--- config.mk ---
export PLATFORM = sky130hd
export DESIGN_NAME = bidirectional_address_pair_table
export DESIGN_NICKNAME = d
export VERILOG_FILES = /design/src/rtl/bapt_pkg.sv /design/src/rtl/bapt_cell.sv /design/src/rtl/bidirectional_address_pair_table.sv
export SDC_FILE = /design/constraint.sdc
export NUM_CORES = 2
export LEC_CHECK = 0
export BUFFER_PORTS_ARGS = -buffer_cell sky130_fd_sc_hd__buf_2
export CORE_MARGIN = 2
export CORE_UTILIZATION = 36
export DETAILED_ROUTE_END_ITERATION = 10
export GPL_TIMING_DRIVEN = 0
export PLACE_DENSITY_LB_ADDON = 0.12
export SETUP_SLACK_MARGIN = 0.2
export SYNTH_ARGS = -nofsm -noshare
export SYNTH_HDL_FRONTEND = slang
export SYNTH_SLANG_ARGS = --single-unit
export TNS_END_PERCENT = 20
--- constraint.sdc ---
create_clock -name clk_i -period 118.8 [get_ports clk_i]
set_input_delay 5.94 -clock clk_i [delete_from_list [all_inputs] [get_ports clk_i]]
set_output_delay 5.94 -clock clk_i [all_outputs]
set_load 0.01 [all_outputs]
--- src/rtl/bapt_pkg.sv ---
// ----------------------------------------------------------------------------
// bapt_pkg
// Shared constants and types for the bidirectional address pair table.
// ----------------------------------------------------------------------------
`default_nettype none

package bapt_pkg;

  localparam int TableDepth = 16;
  localparam int IdxW       = $clog2(TableDepth);
  localparam int CountW     = $clog2(TableDepth + 1);
  localparam int FillW      = 5;
  localparam int RemoveW    = 5;
  localparam int CmpW       = (CountW > RemoveW) ? CountW : RemoveW;
  localparam int AddrW      = 32;
  localparam int KindW      = 2;

  typedef enum logic [KindW-1:0] {
    KIND_INSERT = 2'd0,
    KIND_LOOKUP = 2'd1,
    KIND_DELETE = 2'd2
  } kind_e;

  typedef struct packed {
    logic [AddrW-1:0] src;
    logic [AddrW-1:0] dst;
  } pair_t;

  // broadcast to every cell
  typedef struct packed {
    logic              shift;
    logic [CountW-1:0] count;
  } cell_ctrl_t;

endpackage

`default_nettype wire

--- src/rtl/bapt_cell.sv ---
// ----------------------------------------------------------------------------
// bapt_cell
// One table slot: holds a pair, passes it on to the next slot on insert,
// and matches it against the lookup key in both directions.
// ----------------------------------------------------------------------------
`default_nettype none

module bapt_cell (
  input  wire                          clk_i,
  input  wire  [bapt_pkg::IdxW-1:0]    idx_i,
  input  bapt_pkg::cell_ctrl_t         ctrl_i,
  input  bapt_pkg::pair_t              pair_i,
  input  wire  [bapt_pkg::AddrW-1:0]   key_a_i,
  input  wire  [bapt_pkg::AddrW-1:0]   key_b_i,
  output bapt_pkg::pair_t              pair_o,
  output logic                         hit_o
);

  bapt_pkg::pair_t pair_d, pair_q;
  logic            held;
  logic            fwd, rev;

  assign pair_d = ctrl_i.shift ? pair_i : pair_q;

  always_ff @(posedge clk_i) begin
    pair_q <= pair_d;
  end

  // slot holds a live entry when its position is below the fill
  assign held = (bapt_pkg::CountW'(idx_i) < ctrl_i.count);
  assign fwd  = (pair_q.src == key_a_i) && (pair_q.dst == key_b_i);
  assign rev  = (pair_q.src == key_b_i) && (pair_q.dst == key_a_i);

  assign hit_o  = held && (fwd || rev);
  assign pair_o = pair_q;

endmodule

`default_nettype wire

--- src/rtl/bidirectional_address_pair_table.sv ---
// ----------------------------------------------------------------------------
// bidirectional_address_pair_table
// Arrival-ordered table of address pairs with insert, two-way lookup and
// delete-oldest, built as a row of shifting cells.
// ----------------------------------------------------------------------------
// Takes one beat per cycle and answers each with one result beat in the cycle
// after it is taken; the only limit is the single output register, which
// accepts a new beat whenever it is empty or being drained that same cycle.
// The pairs live in a row of TableDepth cells. An insert loads the new pair
// into cell 0 and every cell hands its pair to its right-hand neighbor, so
// the oldest held pair sits at position fill-1. A delete only lowers the
// fill: cells at or above the fill drop out of lookups. A lookup compares
// the key against all held cells at once in both directions and ORs the
// hits. Inserts into a full table are refused and flagged. Kind code three
// is ignored and just reports the current fill. Cell contents are not reset.
// ----------------------------------------------------------------------------
`default_nettype none

module bidirectional_address_pair_table (
  input  wire                            clk_i,
  input  wire                            rst_ni,
  input  wire                            in_valid_i,
  output logic                           in_ready_o,
  input  wire  [bapt_pkg::KindW-1:0]     kind_i,
  input  wire  [bapt_pkg::AddrW-1:0]     addr_a_i,
  input  wire  [bapt_pkg::AddrW-1:0]     addr_b_i,
  input  wire  [bapt_pkg::RemoveW-1:0]   remove_count_i,
  output logic                           out_valid_o,
  input  wire                            out_ready_i,
  output logic                           found_o,
  output logic                           dropped_o,
  output logic [bapt_pkg::FillW-1:0]     fill_o
);

  logic                          accept;
  logic                          full;
  logic [bapt_pkg::CountW-1:0]   count_d, count_q;
  logic [bapt_pkg::CmpW-1:0]     rc_ext, cnt_ext, del_n;
  logic                          found_d, found_q;
  logic                          dropped_d, dropped_q;
  logic                          out_valid_d, out_valid_q;
  logic                          do_shift;
  logic [bapt_pkg::TableDepth-1:0] hits;
  bapt_pkg::cell_ctrl_t          ctrl;
  bapt_pkg::pair_t               new_pair;
  bapt_pkg::pair_t               link [bapt_pkg::TableDepth];

  // output register drains or is empty -> room for the next beat
  assign in_ready_o = !out_valid_q || out_ready_i;
  assign accept     = in_valid_i && in_ready_o;

  assign full    = (count_q == bapt_pkg::CountW'(bapt_pkg::TableDepth));
  assign rc_ext  = bapt_pkg::CmpW'(remove_count_i);
  assign cnt_ext = bapt_pkg::CmpW'(count_q);
  assign del_n   = (rc_ext > cnt_ext) ? cnt_ext : rc_ext;   // clamp to fill

  always_comb begin
    count_d   = count_q;
    found_d   = 1'b0;
    dropped_d = 1'b0;
    do_shift  = 1'b0;
    case (bapt_pkg::kind_e'(kind_i))
      bapt_pkg::KIND_INSERT: begin
        if (full) begin
          dropped_d = 1'b1;
        end else begin
          do_shift = accept;
          count_d  = count_q + bapt_pkg::CountW'(1);
        end
      end
      bapt_pkg::KIND_LOOKUP: begin
        found_d = |hits;
      end
      bapt_pkg::KIND_DELETE: begin
        count_d = bapt_pkg::CountW'(cnt_ext - del_n);
      end
      default: begin
        count_d = count_q;   // unused code: no change
      end
    endcase
  end

  assign out_valid_d = accept ? 1'b1 : (out_ready_i ? 1'b0 : out_valid_q);

  always_ff @(posedge clk_i or negedge rst_ni) begin
    if (!rst_ni) begin
      count_q     <= '0;
      out_valid_q <= 1'b0;
    end else begin
      out_valid_q <= out_valid_d;
      if (accept) begin
        count_q <= count_d;
      end
    end
  end

  // result payload, loaded with each accepted beat
  always_ff @(posedge clk_i) begin
    if (accept) begin
      found_q   <= found_d;
      dropped_q <= dropped_d;
    end
  end

  assign ctrl.shift = do_shift;
  assign ctrl.count = count_q;

  assign new_pair.src = addr_a_i;
  assign new_pair.dst = addr_b_i;

  // cell 0 takes the new pair; each other cell takes its left neighbor
  for (genvar i = 0; i < bapt_pkg::TableDepth; i++) begin : g_cell
    bapt_pkg::pair_t cell_in;
    if (i == 0) begin : g_head
      assign cell_in = new_pair;
    end else begin : g_body
      assign cell_in = link[i-1];
    end

    bapt_cell u_cell (
      .clk_i   (clk_i),
      .idx_i   (bapt_pkg::IdxW'(i)),
      .ctrl_i  (ctrl),
      .pair_i  (cell_in),
      .key_a_i (addr_a_i),
      .key_b_i (addr_b_i),
      .pair_o  (link[i]),
      .hit_o   (hits[i])
    );
  end

  assign out_valid_o = out_valid_q;
  assign found_o     = found_q;
  assign dropped_o   = dropped_q;
  assign fill_o      = bapt_pkg::FillW'(count_q);

endmodule

`default_nettype wire

## Word level (Yosys, flattened, before mapping)

Cells that the tools add are included.

| storage, ports and cells | value |
|---|---|
| register bits | 1032 |
| latch bits | 0 |
| memory bits (writable) | 0 |
| memory bits (read-only) | 0 |
| bits of input ports | 75 |
| output and inout bits | 9 |
| logic and storage cells | 203 |
| memories kept | 0 |

| operators by class | value |
|---|---|
| add/sub/neg operators | 2 |
| $mul | 0 |
| div/mod/pow operators | 0 |
| $lt $le $gt $ge | 17 |
| equality and inequality tests | 68 |
| shift-type cells | 0 |
| mux-type cells | 8 |
| bitwise gates (word level) | 0 |
| reduce and logical (&&, ||, !) cells | 72 |

Operator list:

| kind | count |
|---|---|
| 32-bit == test | 64 |
| 1-bit logical AND | 49 |
| 4-bit by 5-bit less-than comparator with 1-bit output, first input constant | 8 |
| 3-bit by 5-bit less-than comparator with 1-bit output, first input constant | 4 |
| 1-bit logical OR | 17 |
| 16-bit OR reduction | 1 |
| 1-bit by 5-bit less-than comparator with 1-bit output, first input constant | 2 |
| 2-bit by 5-bit less-than comparator with 1-bit output, first input constant | 2 |
| 5-bit two-way mux | 2 |
| 5-bit case mux with 2 select lines | 1 |
| 5-bit by 1-bit adder with 5-bit output, second input constant | 1 |
| 5-bit == test, second input constant | 1 |
| 5-bit greater-than comparator | 1 |
| 1-bit two-way mux | 5 |
| 5-bit subtractor | 1 |
| 2-bit nonzero test | 2 |
| 3-bit AND reduction | 1 |
| 2-bit by 1-bit == test with 1-bit output, second input constant | 1 |
| 2-bit == test, second input constant | 1 |
| 2-bit zero test | 1 |
| 2-bit inequality test, second input constant | 1 |
| 1-bit zero test | 1 |

## Depth between registers and ports, before layout

| logic depth | value |
|---|---|
| word-level depth | 5 |
| mapped depth | 21 |
| gate-level depth less buffers | 19 |

## Hierarchy

A second synthesis with hierarchy kept.

| unflattened totals | value |
|---|---|
| cell total of the unflattened synthesis | 4011 |
| area, all modules | 54999.0 µm² |

Modules (own cells, without submodules):

| module | times used | cells each | area an instance (µm²) | sequential area each (µm²) |
|---|---|---|---|---|
| bapt_cell | 16 | 245 | 3390.8 | 1921.8 |
| bidirectional_address_pair_table | 1 | 91 | 747.0 | 210.2 |

## Least setup slack after synthesis

Ideal clock, no wire load.

| timing | value |
|---|---|
| path type | in2reg |
| start point | in kind_i[0] (netlist bit) |
| end point | reg g_cell[0].u_cell.pair_q, in the netlist g_cell[0].u_cell.pair_o[0] (enable) |
| library setup time | 5038 ps |
| arrival time | 104190 ps |
| required time | 113762 ps |
| setup slack | 9572 ps |
| stages | 1 |
| cells stage by stage | nor4_1 |

| between the ends | value |
|---|---|
| longest elaborated chain between the ends | 2 |

RTL lines:

| element | RTL line | source |
|---|---|---|
| start: declaration | bidirectional_address_pair_table.sv:24 | `input wire [bapt_pkg::KindW-1:0] kind_i,` |
| 2-bit zero test | bidirectional_address_pair_table.sv:62 | `case (bapt_pkg::kind_e'(kind_i))` |
| 1-bit two-way mux | bidirectional_address_pair_table.sv:62 |  |
| end signal: assignment | bapt_cell.sv:26 | `pair_q <= pair_d;` |
| end: declaration | bapt_cell.sv:19 | `bapt_pkg::pair_t pair_d, pair_q;` |

No other way between the ends.
A chain may end at the register's enable or synchronous reset.

## Worst setup path after layout

| timing | value |
|---|---|
| start point | in out_ready_i |
| end point | out in_ready_o |

| between the ends | value |
|---|---|
| longest elaborated chain between the ends | 1 |

RTL lines:

| element | RTL line | source |
|---|---|---|
| start: declaration | bidirectional_address_pair_table.sv:29 | `input wire out_ready_i,` |
| 1-bit logical OR | bidirectional_address_pair_table.sv:49 | `assign in_ready_o = !out_valid_q \|\| out_ready_i;` |
| end: declaration | bidirectional_address_pair_table.sv:23 | `output logic in_ready_o,` |

No other way between the ends.

==> flow_metrics.py <==
metrics = {
    "routing": {
        "vias": 39800,
        "ant_nets": 0,
        "firstDrtPassIters": 5,
        "drtIter0Drc": 7260,
        "routed_wl_um": 320000,
        "drc_errors": 0,
        "via_per_inst": 6.02,
        "wire_per_inst_um": 48.3,
    },
    "synth": {
        "synth_nets": 4209,
        "async_reset_ff_share_pct": 0.581,
        "synth_cells": 4124,
        "postSynthAreaPerCell_um2": 13.7,
        "ys_warn_count": 0,
        "syn_area_um2": 56400,
        "synth-edff-count": 1026,
        "yosysUniqueCellTypes": 47,
        "ys_seq_area_share_pct": 54.9,
        "synth_seq_cells": 1032,
        "ys.flop_type": "edfxtp_1",
    },
    "worst_setup_path": {
        "critPathMaxFanout": 3,
        "crit_start": "out_ready_i",
        "end_kind": "output port",
        "start_kind": "input port",
        "rr_startpoint": "fill_o[1]",
        "worst-setup-path-type": "in2out",
        "rrSetupSlack_ps": 112920,
        "r2r_cells": 25,
        "crit_arrival_ps": 6340,
        "rr_endpoint": "g_cell[4].u_cell.pair_o[30]",
        "required_ps": 112860,
    },
    "layout": {
        "drive_gt1_share_pct": 14.6,
        "nets": 4552,
        "final_cell_mix": "xor2_1 (1026), edfxtp_1 (1026), xnor2_1 (1024), nor4_1 (336), nand4_1 (336)",
        "final_core_util_pct": 41.3,
        "fin_cells": 6622,
        "area_growth_syn_to_layout_pct": 14.2,
    },
    "worst_hold_path": {
        "hold_path_depth": 0,
        "whs_endpoint": "g_cell[2].u_cell.pair_o[47]",
        "hold_path.class": "reg2reg",
        "worstHoldStart": "g_cell[1].u_cell.pair_o[47]",
    },
    "placed_design": {
        "gp_congestion": 0.993,
        "post-place-ws_ps": 106520,
        "numPortBuffers": 83,
        "hpwl_um": 233000,
        "place_inst": 6406,
    },
    "timing": {
        "slew_viol_final": 0,
        "hold_viol_final": 0,
        "grt_setup_unrepaired": "false",
        "finClkSkew_ps": 31.9,
        "fin_crit_ps": 12280,
        "min_period_over_period_pct": 10.3,
        "setup_violations": 0,
        "worst_pin_slew_ps": 1400,
        "maxSlewHeadroom_pct": 6.15,
        "max_clock_freq_mhz": 81.4,
        "tns_ps": 0,
        "fin_ws_ps": 106520,
    },
    "floorplanning": {
        "design.core.area_um2": 156000,
        "die_width_um": 400,
        "die_h_um": 400,
        "start_util_pct": 36.2,
        "dieArea_um2": 160000,
        "num_rows": 145,
        "io_pins": 84,
    },
    "pwr": {
        "ir_worst_vdd_uv": 13.9,
        "p_leak_uw": 0.0210,
        "power_uw": 961,
        "power_density_nw_per_um2": 14.9,
    },
    "clocking": {
        "cts_resized": 0,
        "cts_tree": "built",
        "cts_max_level": 3,
        "cts.sinks": 1032,
        "clock_latency_ps": 790,
        "numCtsBuffers": 117,
        "cts_root_buf": "clkbuf_16",
        "cts_hold_buf": 0,
        "cts_setup_buffers": 0,
        "path_clk_slew_ps": 60,
        "clockBufferDepth": 3,
    },
    "global_routing": {
        "grt_max_degree": 16,
        "antenna_found_initial": 8,
        "grt_pass1_vias": 37700,
        "grt_overflow_total": 0,
        "grt_pass1_wl_um": 402000,
        "grt_use_total_pct": 39.6,
    },
    "run": {
        "cap_violations": 0,
    },
    "status": {
        "status": "complete, no violations",
    },
}
==> layout make-up <==
cell class,instances,area (um2)
multi-input cells,2819,22800
clock buffers,140,3060
repair buffers,224,1520
flip-flops and latches,1032,31000
plain buffers,264,2610
diodes,2,5.00
inverters,9,33.8
clock inverters,74,812
fillers,14600,91400
well taps,2058,2570
==> worst max-delay path: stages <==
cell and delay, ps:
buf_2 90, nand2b_1 160, buf_2 150
==> synthesized netlist by cell type (2+ instances only) <==
cell	number	area (um2)
edfxtp_1	1026	30800
xor2_1	1026	8990
xnor2_1	1024	8970
nor4_1	339	2120
nand4_1	336	2100
buf_4	119	893
buf_6	73	822
buf_8	47	706
buf_2	17	85.1
a21oi_1	16	80.1
o21ai_0	11	55.1
nand2_1	10	37.5
nor2_1	10	37.5
ha_1	9	113
dfrtp_1	6	150
inv_1	6	22.5
buf_12	4	80.1
inv_2	3	11.3
nand2b_1	3	18.8
nor2b_1	3	18.8
nor3_1	3	15.0
a21o_1	2	15.0
a22oi_1	2	15.0
clkbuf_1	2	7.51
nand3_1	2	10.0
o21a_1	2	15.0
o221ai_1	2	17.5
o32ai_1	2	17.5
==> worst max-delay path by stage <==
stage / cells past startpoint / slack [ps] / endpoint
after floorplan: 1 / 9570 / g_cell[0].u_cell.pair_o[0]
after global placement: 2 / -37310 / g_cell[4].u_cell.pair_o[30]
after detailed placement: 3 / 106520 / in_ready_o
after CTS: 3 / 106520 / in_ready_o
after global routing: 3 / 106490 / in_ready_o
final: 3 / 106520 / in_ready_o
==> per-stage QoR <==
stage,hold WS (ps),cell area (um2)
4_1_cts,518,64400
2_1_floorplan,490,56400
6_report,518,64400
3_5_place_dp,505,60500
3_3_place_gp,498,59400
5_1_grt,527,64400
==> metal layers <==
metal / vias to the layer above / GRT usage [%] / share of wire (%)
met5: - / 0 / 0.0053
met4: 2 / 27.7 / 8.6
met3: 820 / 10.9 / 11
met2: 2974 / 58.4 / 42
met1: 20600 / 50.2 / 38
li1: 15500 / - / -
==> registers in the layout (all words and copies together) (netlist names) <==
| name | flops |
|---|---|
| dropped_o | 1 |
| fill_o | 5 |
| found_o | 1 |
| g_cell.u_cell.pair_o | 1024 |
| out_valid_o | 1 |
==> where the power goes <==
| group | total, uW | internal, uW | switching [uW] |
|---|---|---|---|
| clock | 382 | 219 | 163 |
| combinational | 142 | 46.7 | 95.6 |
| sequential | 437 | 415 | 21.9 |
| total | 961 | 680 | 281 |
==> logic make-up after synthesis <==
group	synth area share [%]
fa+ha+maj	0.235
flops	54.9
compound gates	0.510
simple gates	7.82
mux	0.0200
xor+xnor	31.8
buf+inv	4.68
(Power assumes the default switching activity.)
